<file path="src/sv/kfpvb_mul.sv">
// ----------------------------------------------------------------------------
// kfpvb_mul
// shared signed multiplier with a registered product
// ----------------------------------------------------------------------------
module kfpvb_mul (
   input  logic               clock,
   input  logic signed [32:0] mul_a,
   input  logic signed [32:0] mul_b,
   output logic signed [65:0] mul_p
);

   logic signed [65:0] prod_ff;

   // one product per cycle
   always_ff @(posedge clock) begin
      prod_ff <= 66'(mul_a) * 66'(mul_b);
   end

   assign mul_p = prod_ff;

endmodule

</file>
<file path="config.mk">
export PLATFORM = sky130hd
export DESIGN_NAME = kfpvb_mul
export DESIGN_NICKNAME = d
export VERILOG_FILES = /design/src/sv/kfpvb_mul.sv
export SDC_FILE = /design/constraint.sdc
export NUM_CORES = 2
export LEC_CHECK = 0
export BUFFER_PORTS_ARGS = -buffer_cell sky130_fd_sc_hd__buf_4
export CORE_MARGIN = 1.5
export CORE_UTILIZATION = 45
export DETAILED_ROUTE_END_ITERATION = 12
export GPL_TIMING_DRIVEN = 0
export PLACE_DENSITY_LB_ADDON = 0.12
export SETUP_SLACK_MARGIN = 0.5
export SKIP_LAST_GASP = 1
export SYNTH_ARGS = -nofsm -noshare
export SYNTH_HDL_FRONTEND = slang
export SYNTH_SLANG_ARGS = --single-unit
</file>
<file path="constraint.sdc">
create_clock -name clock -period 22.5 [get_ports clock]
set_input_delay 2.25 -clock clock [delete_from_list [all_inputs] [get_ports clock]]
set_output_delay 2.25 -clock clock [all_outputs]
set_load 0.01 [all_outputs]
</file>
==> impl_metrics.ini <==
[run_status]
result_of_the_run = completed

[logic_synthesis]
synth_largest_type_area_fraction_pct = 56.3
sequential_element_share_of_the_synthesized_area_pct = 3.24
netlist_instances = 4338
mappedNetlistNets = 5767
synth_async_sr_flop_share_pct = 0
number_of_synthesized_flops_with_an_enable_pin = 0
synthTopCellsByArea = sky130_fd_sc_hd__fa_1 56%, sky130_fd_sc_hd__inv_1 10%, sky130_fd_sc_hd__and2_1 8.6%
postSynth.topFlopCell = sky130_fd_sc_hd__dfxtp_1
syn-mean-instance-area_um2 = 9.39
synthesis.yosys.warnings = 0
synth.lib_cells_used.distinct = 80
yosys.area.top_type = sky130_fd_sc_hd__fa_1
mappedNetlistArea_um2 = 40700
synth_seq_cells = 66

[route]
iteration_0_drc_markers = 2602
wl_per_cell_um = 27.5
postRouteAntennaNets = 0
drtPass1Iterations = 6
drc = 0
via_count = 30600
detail_route.vias_per_cell = 5.40
finalWirelength_um = 156000

[die]
die-height_um = 304
die_width_um = 304
core-area_um2 = 89900
floorplan.die_area_um2 = 92300
floorplan.rows = 110
floorplan.initialDensity_pct = 45.3
ios = 133

[timing]
final_period_minus_worst_setup_slack_ps = 11360
fmax_mhz = 88.0
post-route-period-util_pct = 50.5
max_slew.worst_pin.slew_ps = 1480
grt_setup_unrepaired = no
final_hold_vios = 0
final-max-slew-violation-count = 0
finalSetupViolations = 0
total_negative_slack_ps = 0
timing.hold.ws_ps = 2190
slew-limit-headroom_pct = 1.43

[clocking]
post_cts.resized_instances = 0
inserted_clock_buffers = 9
cts_post_setup_buffers_inserted = 0
cts_root_buffer = sky130_fd_sc_hd__clkbuf_16
clock-sinks = 66
cts.hold.buffers_added = 0
tritoncts_clock_tree = built
cts-root-to-sink-buffers = 2
clkSlewWorstSetupHoldPaths_ps = 80
htreeDepth = 3

[global_route]
overflow = 0
grt_antenna_before_repair = 18
largest_net_degree_at_the_start_of_global_routing = 27
track_usage_pct = 34.9
number_of_global_route_vias_before_repair = 32500
grt_pass1_wl_um = 226000

[critical_path]
worst_path_max_delay_cell = sky130_fd_sc_hd__fa_2
cp_top_family = adder cells
crit_type = input port to flop
endpoint_kind = flop
cp_data_required_time_ps = 22810
startpoint_type = input port
crit_path_most_repeated_cell = sky130_fd_sc_hd__fa_1
cp_data_arrival_time_ps = 11670
cp_slowest_stage_delay_ps = 1040
path_buf_inv = 6
timing.critical_path.fanout_max = 17
crit_chain = buf_4 -> clkbuf_1 -> nand2_1 -> inv_1 -> fa_1 -> fa_1 -> fa_2 -> fa_2 -> fa_1 -> fa_1 -> fa_1 -> inv_1 -> fa_1 -> inv_1 -> ha_1 -> clkbuf_1 -> nand4_1 -> nor3_1 -> o311ai_4 -> nand3_2 -> a211oi_1 -> a311oi_1

[placed_design]
io_buffer_count = 132
dp_hpwl_um = 132000
routabilityCongestion = 1.05

[layout]
syn2layout_area_growth_pct = 6.91
finish.net_count = 5910
drive_above_1_share_pct = 4.44
max_reg_flops = 66

[run]
cap_violations = 0

[min_path]
holdCritPathClass = input port to flop
==> cells in the final DEF, fill, tap and decap left out, types with 6 or more instances in the layout <==
master and instances:
sky130_fd_sc_hd__nor3_1 7, sky130_fd_sc_hd__clkbuf_1 208, sky130_fd_sc_hd__nor2_1 68, sky130_fd_sc_hd__buf_2 11, sky130_fd_sc_hd__nand2_1 551, sky130_fd_sc_hd__a31oi_1 8
sky130_fd_sc_hd__dfxtp_1 66, sky130_fd_sc_hd__nand2b_1 12, sky130_fd_sc_hd__ha_1 217, sky130_fd_sc_hd__a21o_1 36, sky130_fd_sc_hd__nand4_1 11, sky130_fd_sc_hd__fa_1 1143
sky130_fd_sc_hd__clkbuf_16 9, sky130_fd_sc_hd__diode_2 8, sky130_fd_sc_hd__xnor2_1 43, sky130_fd_sc_hd__a211o_1 6, sky130_fd_sc_hd__buf_4 132, sky130_fd_sc_hd__inv_1 1131
sky130_fd_sc_hd__o21a_1 6, sky130_fd_sc_hd__nand3_1 25, sky130_fd_sc_hd__o21ai_0 25, sky130_fd_sc_hd__a21oi_1 57, sky130_fd_sc_hd__xor2_1 25, sky130_fd_sc_hd__a211oi_1 7
sky130_fd_sc_hd__o21bai_1 11, sky130_fd_sc_hd__and2_1 562, sky130_fd_sc_hd__o21ai_1 6
==> worst paths after layout <==
kind / slack (ps) / start / cells after the start / to
worst max-delay path: 11140 / mul_a[32] / 22 / mul_p[64]
worst min-delay path: 2190 / mul_a[0] / 2 / mul_p[0]
==> cell type report <==
class,count,area (um^2)
Antenna cell,8,20.0
Buffer,221,851
Clock buffer,10,239
Clock inverter,6,90.1
Fill cell,8959,46300
Inverter,1131,4250
Multi-Input combinational cell,2920,34300
Sequential cell,66,1320
Tap cell,1176,1470
Timing Repair Buffer,132,991
==> cell usage after synthesis, types with 3 or more instances <==
cell,n
sky130_fd_sc_hd__a211o_1,6
sky130_fd_sc_hd__a211oi_1,7
sky130_fd_sc_hd__a211oi_2,3
sky130_fd_sc_hd__a21o_1,36
sky130_fd_sc_hd__a21oi_1,57
sky130_fd_sc_hd__a21oi_2,3
sky130_fd_sc_hd__a31oi_1,8
sky130_fd_sc_hd__and2_1,562
sky130_fd_sc_hd__and3_1,5
sky130_fd_sc_hd__and4_1,5
sky130_fd_sc_hd__buf_2,11
sky130_fd_sc_hd__clkbuf_1,208
sky130_fd_sc_hd__dfxtp_1,66
sky130_fd_sc_hd__fa_1,1145
sky130_fd_sc_hd__ha_1,217
sky130_fd_sc_hd__inv_1,1131
sky130_fd_sc_hd__nand2_1,551
sky130_fd_sc_hd__nand2b_1,12
sky130_fd_sc_hd__nand3_1,25
sky130_fd_sc_hd__nand4_1,11
sky130_fd_sc_hd__nor2_1,68
sky130_fd_sc_hd__nor2b_1,5
sky130_fd_sc_hd__nor3_1,7
sky130_fd_sc_hd__o211ai_1,4
sky130_fd_sc_hd__o21a_1,6
sky130_fd_sc_hd__o21ai_0,25
sky130_fd_sc_hd__o21ai_1,6
sky130_fd_sc_hd__o21bai_1,11
sky130_fd_sc_hd__o31ai_4,3
sky130_fd_sc_hd__or2_2,3
sky130_fd_sc_hd__or3_1,3
sky130_fd_sc_hd__xnor2_1,43
sky130_fd_sc_hd__xor2_1,25
==> metrics by stage <==
step	utilization [%]	worst slack [ps]	cell area, um^2	instances
floorplan	-	13010	40700	4338
CTS	48.4	10750	43500	5662
global route	48.4	10810	43500	5664
detailed placement	48.1	10330	43200	5646
global placement	48.1	10240	43200	5646
finish	48.5	11140	43600	5670
==> routing by layer <==
layer  wire, um  vias up  part of all wire (%)  GRT usage [%]
met4      11900        2                   7.6           21.5
li1           -    12600                     -              -
met2      71500     1387                    46           54.9
met3      11900      344                   7.6           5.98
met5         17        -                 0.011              0
met1      60500    16200                    39           45.2
==> cell families (layout without fill, tap and decap cells) <==
group	count (synthesis)	in the layout	share of synthesized area, %
buf+inv	1352	1500	12.5
xor+xnor	68	68	1.46
compound gates	219	219	4.07
other cells	0	8	0
fa+ha+maj	1362	1362	62.9
simple gates	1271	1271	15.8
flops	66	66	3.24
Power is not shown: default switching activity piles up to over one toggle a cycle in this logic, so the estimate is an artifact.
