--- src/sv/kfpvb_pkg.sv ---
// ----------------------------------------------------------------------------
// kfpvb_pkg
// types, codes and the predict step table of the kalman filter
// ----------------------------------------------------------------------------
package kfpvb_pkg;

   // request codes
   localparam logic [1:0] REQ_CLEAR   = 2'd0;
   localparam logic [1:0] REQ_PREDICT = 2'd1;
   localparam logic [1:0] REQ_UPD_POS = 2'd2;
   localparam logic [1:0] REQ_UPD_VEL = 2'd3;

   // register indexes
   localparam logic [1:0] CSR_NOISE_POS = 2'd0;
   localparam logic [1:0] CSR_NOISE_VEL = 2'd1;
   localparam logic [1:0] CSR_NOISE_BIAS = 2'd2;

   // predict destinations: covariance entries then estimates
   localparam logic [3:0] DST_C00  = 4'd0;
   localparam logic [3:0] DST_C01  = 4'd1;
   localparam logic [3:0] DST_C02  = 4'd2;
   localparam logic [3:0] DST_C10  = 4'd3;
   localparam logic [3:0] DST_C11  = 4'd4;
   localparam logic [3:0] DST_C12  = 4'd5;
   localparam logic [3:0] DST_C20  = 4'd6;
   localparam logic [3:0] DST_C21  = 4'd7;
   localparam logic [3:0] DST_C22  = 4'd8;
   localparam logic [3:0] DST_EST0 = 4'd9;
   localparam logic [3:0] DST_EST1 = 4'd10;

   localparam logic [4:0] LAST_STEP = 5'd30;

   typedef enum logic [3:0] {
      ST_IDLE,
      ST_W_MUL,
      ST_W_WR,
      ST_P_MUL,
      ST_P_ACC,
      ST_U_LOAD,
      ST_U_MUL,
      ST_U_DIV,
      ST_U_WAIT,
      ST_OUT
   } state_type;

   typedef enum logic [3:0] {
      SRC_P00, SRC_P01, SRC_P02,
      SRC_P10, SRC_P11, SRC_P12,
      SRC_P20, SRC_P21, SRC_P22,
      SRC_VEL, SRC_PURE, SRC_ZERO
   } src_type;

   // one product term of the propagation
   typedef struct packed {
      src_type    src;
      logic [1:0] pw;     // dt power: dt, dt^2, dt^3, dt^4
      logic [1:0] sh;     // extra right shift
      logic       neg;
      logic       first;
      logic       last;
      logic [3:0] dst;
   } step_type;

   typedef struct packed {
      logic busy;
      logic done;
   } div_stat_type;

   localparam logic signed [65:0] SAT_MAX = 66'sd2147483647;
   localparam logic signed [65:0] SAT_MIN = -66'sd2147483648;

   function automatic logic signed [31:0] sat32(input logic signed [65:0] v);
      logic signed [31:0] r;
      if (v > SAT_MAX) r = 32'sh7fffffff;
      else if (v < SAT_MIN) r = 32'sh80000000;
      else r = v[31:0];
      return r;
   endfunction

   // term sequence; each destination is written after its last use as a source
   function automatic step_type pred_step(input logic [4:0] k);
      step_type s;
      unique case (k)
         5'd0:  s = '{SRC_VEL,  2'd0, 2'd0, 1'b0, 1'b1, 1'b0, DST_EST0};
         5'd1:  s = '{SRC_PURE, 2'd1, 2'd1, 1'b0, 1'b0, 1'b1, DST_EST0};
         5'd2:  s = '{SRC_PURE, 2'd0, 2'd0, 1'b0, 1'b1, 1'b1, DST_EST1};
         5'd3:  s = '{SRC_P01,  2'd0, 2'd0, 1'b0, 1'b1, 1'b0, DST_C00};
         5'd4:  s = '{SRC_P10,  2'd0, 2'd0, 1'b0, 1'b0, 1'b0, DST_C00};
         5'd5:  s = '{SRC_P11,  2'd1, 2'd0, 1'b0, 1'b0, 1'b0, DST_C00};
         5'd6:  s = '{SRC_P02,  2'd1, 2'd1, 1'b1, 1'b0, 1'b0, DST_C00};
         5'd7:  s = '{SRC_P20,  2'd1, 2'd1, 1'b1, 1'b0, 1'b0, DST_C00};
         5'd8:  s = '{SRC_P12,  2'd2, 2'd1, 1'b1, 1'b0, 1'b0, DST_C00};
         5'd9:  s = '{SRC_P21,  2'd2, 2'd1, 1'b1, 1'b0, 1'b0, DST_C00};
         5'd10: s = '{SRC_P22,  2'd3, 2'd2, 1'b0, 1'b0, 1'b1, DST_C00};
         5'd11: s = '{SRC_P11,  2'd0, 2'd0, 1'b0, 1'b1, 1'b0, DST_C01};
         5'd12: s = '{SRC_P02,  2'd0, 2'd0, 1'b1, 1'b0, 1'b0, DST_C01};
         5'd13: s = '{SRC_P12,  2'd1, 2'd0, 1'b1, 1'b0, 1'b0, DST_C01};
         5'd14: s = '{SRC_P21,  2'd1, 2'd1, 1'b1, 1'b0, 1'b0, DST_C01};
         5'd15: s = '{SRC_P22,  2'd2, 2'd1, 1'b0, 1'b0, 1'b1, DST_C01};
         5'd16: s = '{SRC_P12,  2'd0, 2'd0, 1'b0, 1'b1, 1'b0, DST_C02};
         5'd17: s = '{SRC_P22,  2'd1, 2'd1, 1'b1, 1'b0, 1'b1, DST_C02};
         5'd18: s = '{SRC_P11,  2'd0, 2'd0, 1'b0, 1'b1, 1'b0, DST_C10};
         5'd19: s = '{SRC_P20,  2'd0, 2'd0, 1'b1, 1'b0, 1'b0, DST_C10};
         5'd20: s = '{SRC_P21,  2'd1, 2'd0, 1'b1, 1'b0, 1'b0, DST_C10};
         5'd21: s = '{SRC_P12,  2'd1, 2'd1, 1'b1, 1'b0, 1'b0, DST_C10};
         5'd22: s = '{SRC_P22,  2'd2, 2'd1, 1'b0, 1'b0, 1'b1, DST_C10};
         5'd23: s = '{SRC_P21,  2'd0, 2'd0, 1'b0, 1'b1, 1'b0, DST_C20};
         5'd24: s = '{SRC_P22,  2'd1, 2'd1, 1'b1, 1'b0, 1'b1, DST_C20};
         5'd25: s = '{SRC_P12,  2'd0, 2'd0, 1'b1, 1'b1, 1'b0, DST_C11};
         5'd26: s = '{SRC_P21,  2'd0, 2'd0, 1'b1, 1'b0, 1'b0, DST_C11};
         5'd27: s = '{SRC_P22,  2'd1, 2'd0, 1'b0, 1'b0, 1'b1, DST_C11};
         5'd28: s = '{SRC_P22,  2'd0, 2'd0, 1'b1, 1'b1, 1'b1, DST_C12};
         5'd29: s = '{SRC_P22,  2'd0, 2'd0, 1'b1, 1'b1, 1'b1, DST_C21};
         5'd30: s = '{SRC_ZERO, 2'd0, 2'd0, 1'b0, 1'b1, 1'b1, DST_C22};
         default: s = '{SRC_ZERO, 2'd0, 2'd0, 1'b0, 1'b1, 1'b1, DST_C22};
      endcase
      return s;
   endfunction

endpackage

--- src/sv/kfpvb_div.sv ---
// ----------------------------------------------------------------------------
// kfpvb_div
// bit-serial signed divider, quotient rounded toward zero
// ----------------------------------------------------------------------------
module kfpvb_div #(
   parameter int DVS_W = 39
) (
   input  logic                     clock,
   input  logic                     reset,
   input  logic                     start,
   input  logic signed [63:0]       dividend,
   input  logic signed [DVS_W-1:0]  divisor,
   output kfpvb_pkg::div_stat_type  status,
   output logic signed [63:0]       quotient
);
   import kfpvb_pkg::*;

   logic                busy_ff, busy_in;
   logic                fix_ff, fix_in;
   logic                done_ff, done_in;
   logic [5:0]          cnt_ff, cnt_in;
   logic [DVS_W-1:0]    rem_ff, rem_in;
   logic [63:0]         quo_ff, quo_in;
   logic [DVS_W-1:0]    dvs_ff, dvs_in;
   logic                neg_ff, neg_in;
   logic signed [63:0]  q_ff, q_in;
   logic [DVS_W:0]      rem_sh;
   logic [DVS_W:0]      rem_sub;

   // one restoring step per cycle on magnitudes
   always_comb begin
      busy_in = busy_ff;
      fix_in  = 1'b0;
      done_in = 1'b0;
      cnt_in  = cnt_ff;
      rem_in  = rem_ff;
      quo_in  = quo_ff;
      dvs_in  = dvs_ff;
      neg_in  = neg_ff;
      q_in    = q_ff;
      rem_sh  = {rem_ff, quo_ff[63]};
      rem_sub = rem_sh - {1'b0, dvs_ff};
      if (start) begin
         busy_in = 1'b1;
         cnt_in  = '0;
         rem_in  = '0;
         quo_in  = dividend[63] ? 64'(-dividend) : 64'(dividend);
         dvs_in  = divisor[DVS_W-1] ? DVS_W'(-divisor) : DVS_W'(divisor);
         neg_in  = dividend[63] ^ divisor[DVS_W-1];
      end else if (busy_ff) begin
         if (rem_sh >= {1'b0, dvs_ff}) begin
            rem_in = rem_sub[DVS_W-1:0];
            quo_in = {quo_ff[62:0], 1'b1};
         end else begin
            rem_in = rem_sh[DVS_W-1:0];
            quo_in = {quo_ff[62:0], 1'b0};
         end
         cnt_in = cnt_ff + 6'd1;
         if (cnt_ff == 6'd63) begin
            busy_in = 1'b0;
            fix_in  = 1'b1;
         end
      end else if (fix_ff) begin
         // apply the sign
         q_in    = neg_ff ? -$signed(quo_ff) : $signed(quo_ff);
         done_in = 1'b1;
      end
   end

   always_ff @(posedge clock) begin
      if (reset) begin
         busy_ff <= 1'b0;
         fix_ff  <= 1'b0;
         done_ff <= 1'b0;
      end else begin
         busy_ff <= busy_in;
         fix_ff  <= fix_in;
         done_ff <= done_in;
      end
      cnt_ff <= cnt_in;
      rem_ff <= rem_in;
      quo_ff <= quo_in;
      dvs_ff <= dvs_in;
      neg_ff <= neg_in;
      q_ff   <= q_in;
   end

   assign status.busy = busy_ff | fix_ff;
   assign status.done = done_ff;
   assign quotient    = q_ff;

endmodule

--- config.mk ---
export PLATFORM = sky130hd
export DESIGN_NAME = kfpvb_div
export DESIGN_NICKNAME = d
export VERILOG_FILES = /design/src/sv/kfpvb_pkg.sv /design/src/sv/kfpvb_div.sv
export SDC_FILE = /design/constraint.sdc
export NUM_CORES = 1
export LEC_CHECK = 0
export BUFFER_PORTS_ARGS = -buffer_cell sky130_fd_sc_hd__buf_2
export CAP_MARGIN = 10
export CORE_MARGIN = 5
export CORE_UTILIZATION = 50
export DETAILED_ROUTE_END_ITERATION = 10
export MAX_ROUTING_LAYER = met4
export PLACE_DENSITY = 0.71
export SLEW_MARGIN = 20
export SYNTH_ARGS = -nofsm -noshare
export SYNTH_HDL_FRONTEND = slang
export SYNTH_SLANG_ARGS = --single-unit
--- constraint.sdc ---
create_clock -name clock -period 11.13 [get_ports clock]
set_input_delay 0.5565 -clock clock [delete_from_list [all_inputs] [get_ports clock]]
set_output_delay 0.5565 -clock clock [all_outputs]
set_load 0.05 [all_outputs]
==> out/results.txt <==
The run finished with clean final reports. Together, buffers and inverters on the worst path number 0. The share of synthesized area occupied by flip-flops and latches came out at 0.4478. Counting flops with a built-in enable in the synthesized netlist gives 168.

Counting along the longest clock path gives a buffer depth of 3. The number of nets at the end of the flow was 1692; the number of hold-slack violations in the final timing report was 0. The clock power share is 0.348, and the I/O pin count is 172. edfxtp_1 takes more of the synthesized area than any other cell.

The initial antenna violation count is 1, and the height of the die is 173.8 µm. The aggregate global-route resource usage was 0.2129; the clock input transition at the sequential cells of the worst setup and hold paths was 0.06 ns. By area the synthesized netlist is led by edfxtp_1 (38%), xnor2_1 (7.8%), dfxtp_1 (7.2%), a21oi_1 (4.9%), xor2_1 (4.8%).

Among cell families on the critical path, the largest total delay comes from simple AND/OR/NAND/NOR gates. The capture point of the worst reg-to-reg path is quotient[62]$_DFFE_PP_. The final global-route overflow total is 0, and the fraction of power consumed by sequential logic is 0.445. For the worst setup path, the data arrival time is 4.13 ns. The main flop type after synthesis is edfxtp_1. At the worst endpoint, the required time is 11.39 ns.

The number of clock buffers added by TritonCTS is 25. The final standard cell utilization of the core came out at 0.5751. The switching part of the total power came out at 0.2842. The number of port buffers is 171. The critical path is of the register to register type.

The logs give 7.256 ns for the slack of the critical path and 6.987 ns for the placement-stage worst setup slack. The portion of netlist area occupied by mux cells works out to 0.01418. The most used cell along the critical path is or2_1. For the final-report max-slew violation count, the log shows 0. Static timing analysis puts the maximum clock frequency at 0.2581 GHz.

The first detailed-routing pass ran for 6 iterations. The total wire length came out at 32.17 mm. The internal portion of the total power is 1.608 mW. The share of final-layout standard cells stronger than drive strength 1 was 0.1538. The tool flagged a number of max-cap violations equal to 0. The clock period minus worst slack came out at 3.874 ns. The post-route clock period utilization is 0.3481. The largest net degree at the start of global routing is 77. The worst setup slack for register-to-register paths was 7.26 ns; the row count was 60.

The width of the chip is 173.8 µm. The worst register-to-register path begins at quo_ff[4]$_DFFE_PP_. For the number of H-tree branching levels, the log shows 1. The adder and majority cell fraction of the synthesized area was 0.04161. On the final layout, the worst clock skew is 0.009100 ns. Insertion delay to the later sink of the worst-skew pair: 0.51 ns.

The number of nets produced by synthesis is 1547, and the placeable core region is 26650 µm². The most critical setup path has its endpoint at quotient[62]$_DFFE_PP_. The average wire per standard cell was 16.91 µm. Setup repair after global routing left no endpoint under its margin. Number of buffers inserted by hold repair at cts: 0. For this run, the number of Yosys warnings is 0. The critical path starts at quo_ff[4]$_DFFE_PP_. For this design the ratio of total power to cell area is 146.6 nW/µm². In this run the clock root is driven by a clkbuf_16. The async set-reset flop share out of synthesis is 0, and the synthesized flop and latch total is 216. The area fraction in and, or, nand and nor cells after synthesis is 0.1545. For this run, design rule violations remaining after detail routing come to 0. The run gives 10.35k as the number of global-route vias before repair. In this run the post-CTS setup repair buffer count came out at 0. At the end of routability-driven placement, the weighted congestion stood at 0.9128. The kind of end point of the critical path is a register. The tools report the proportion of power drawn by combinational gates as 0.206. The synthesized-area fraction occupied by ao, oa, aoi and oai cells is 0.1815, and the initial DRC count is 892. After routing, the total negative slack on setup checks comes to 0 ns. For this run, the slowest stage of the critical path takes 0.55 ns. The routed layout has 11.02k vias.

The first-pass GRT wire length is 52.74 mm. Largest family of logic cells by synthesized area: compound AO/OA/AOI/OAI gates. The critical path crosses 9 cells after its start point. STA classifies the critical path startpoint as a register. The instance count of the mapped netlist is 1397, and the number of gates resized after cts is 0. The slowest stage of the critical path is the or4_4 cell. The logs give 216 for the number of sinks handled by clock tree synthesis and 23.58 mm for the HPWL after detailed placement.

Walking the worst path, the cells encountered are nor4_1, nand3b_1, or2_1, or4_4, or2_1, or3_4, or3_1, o41ai_2, xnor2_1. The run gives 0.5032 as the initial standard-cell utilization of the core. For the power spent charging and discharging nets, the log shows 638.6 µW.

The maximum ir drop on the vdd rail is 0.00009353 V. In this run the most critical hold path is launched from reset. The share of the synthesized area in the top cell type is 0.3762, and the area of the die is 30200 µm². Along the worst path, the maximum fanout reaches 7. The mean post-synth cell area came out at 9.599 µm².

The worst hold-check path type is primary input to register. The slew at the pin closest to its max-slew limit was 1.085 ns. The total of fill cells in the finished design is 2319. The worst-case reg-to-reg path depth came out at 9. TritonCTS built the clock tree. The average vias per placed instance works out to 5.791. Compared with the post-synthesis result, the final layout area differs by 14.28%. The count of nets left with antenna violations once routing finished came out at 0. The synthesized-area fraction occupied by xor and xnor cells was 0.1267; the cell leakage power was 5.785 nW. The area of the mapped netlist was 13410 µm². The count of final setup violators is 0, and the worst-case headroom to the max-slew limit is 0.2767. The tools report the number of distinct standard cells referenced by the synthesized netlist as 68.
## cells in the mapped netlist, types with 6 or more instances
master    count
a21o_1       14
or4_1        27
nor3_1       14
o31ai_1      45
mux2i_1      19
nor2_1      143
inv_1        59
o41ai_1      22
or3_1        32
nand2b_1     13
nor4_1       14
edfxtp_1    168
nand2_1      99
nand4_1       9
and3_1        6
and2_1        8
nor2b_1       9
nand3_1      15
clkbuf_1     53
o211ai_1      7
dfxtp_1      48
o21ai_0      88
a31oi_1       6
a211oi_1     37
ha_1         43
xor2_1       74
xnor2_1     120
a21oi_1     131
## logic make-up (layout without fill, tap and decap cells)
| logic type | Yosys count | count (layout) |
|---|---|---|
| compound gates | 388 | 388 |
| simple gates | 417 | 417 |
| other cells | 0 | 1 |
| xor+xnor | 194 | 194 |
| fa+ha+maj | 44 | 44 |
| mux | 19 | 19 |
| flops | 216 | 216 |
| buf+inv | 119 | 282 |
## registers in the layout (all words and copies together) (netlist names)
name and count:
quo_ff 64, cnt_ff 6, busy_ff 1, fix_ff 1, quotient 64, dvs_ff 39
neg_ff 1, rem_ff 39, done_ff 1
## metal layers
metal | track usage | up-vias | share of wire
li1 | - | 5434 | -
met1 | 0.2906 | 5112 | 0.45
met2 | 0.3406 | 413 | 0.46
met3 | 0.02944 | 56 | 0.069
met4 | 0.04982 | 0 | 0.020
met5 | - | - | 0
## power groups by stage
stage	Combinational, mW	Clock (mW)	Sequential [mW]
after floorplan	0.346	0	1.00
after global placement	0.450	0	1.01
after detailed placement	0.458	0	1.02
after CTS	0.462	0.804	1.00
after global routing	0.521	0.835	1.01
final	0.464	0.782	1.00
## layout make-up
cell class                      count  area (µm²)  share of cell area
Timing Repair Buffer              178       914.6             0.05968
Sequential cell                   216        6007              0.3920
Clock inverter                      7       43.79            0.002857
Multi-Input combinational cell   1062        6955              0.4538
Tap cell                          341       426.7             0.02784
Inverter                           59       221.5             0.01445
Clock buffer                       38       754.5             0.04923
Antenna cell                        1       2.502           0.0001633
## cells in the final DEF, fill, tap and decap left out, types with 43 or more instances in the layout
cell type	n
a21oi_1	131
buf_2	170
dfxtp_1	47
edfxtp_1	168
ha_1	43
inv_1	58
nand2_1	99
nor2_1	143
o21ai_0	88
o31ai_1	45
xnor2_1	120
xor2_1	74
## worst min path at each step
stage,end,slack (ns),depth (start not counted)
finish,busy_ff$_SDFF_PP0_,0.23,2
global route,busy_ff$_SDFF_PP0_,0.23,2
CTS,busy_ff$_SDFF_PP0_,0.21,2
detailed placement,rem_ff[37]$_SDFFE_PP0P_,0.48,2
global placement,cnt_ff[5]$_SDFFE_PP0P_,0.47,2
floorplan,rem_ff[31]$_SDFFE_PP0P_,0.45,2
## metrics by stage
step	hold slack, ns	instances	total power, mW	area [µm²]
after global routing	0.2261	1902	2.363	15330
after global placement	0.4704	1856	1.463	14530
after detailed placement	0.4799	1856	1.473	14530
after CTS	0.2139	1901	2.265	15320
after floorplan	0.4480	1397	1.348	13410
final	0.2280	1902	2.247	15330
Note: power is estimated with default switching activity, not from simulation.
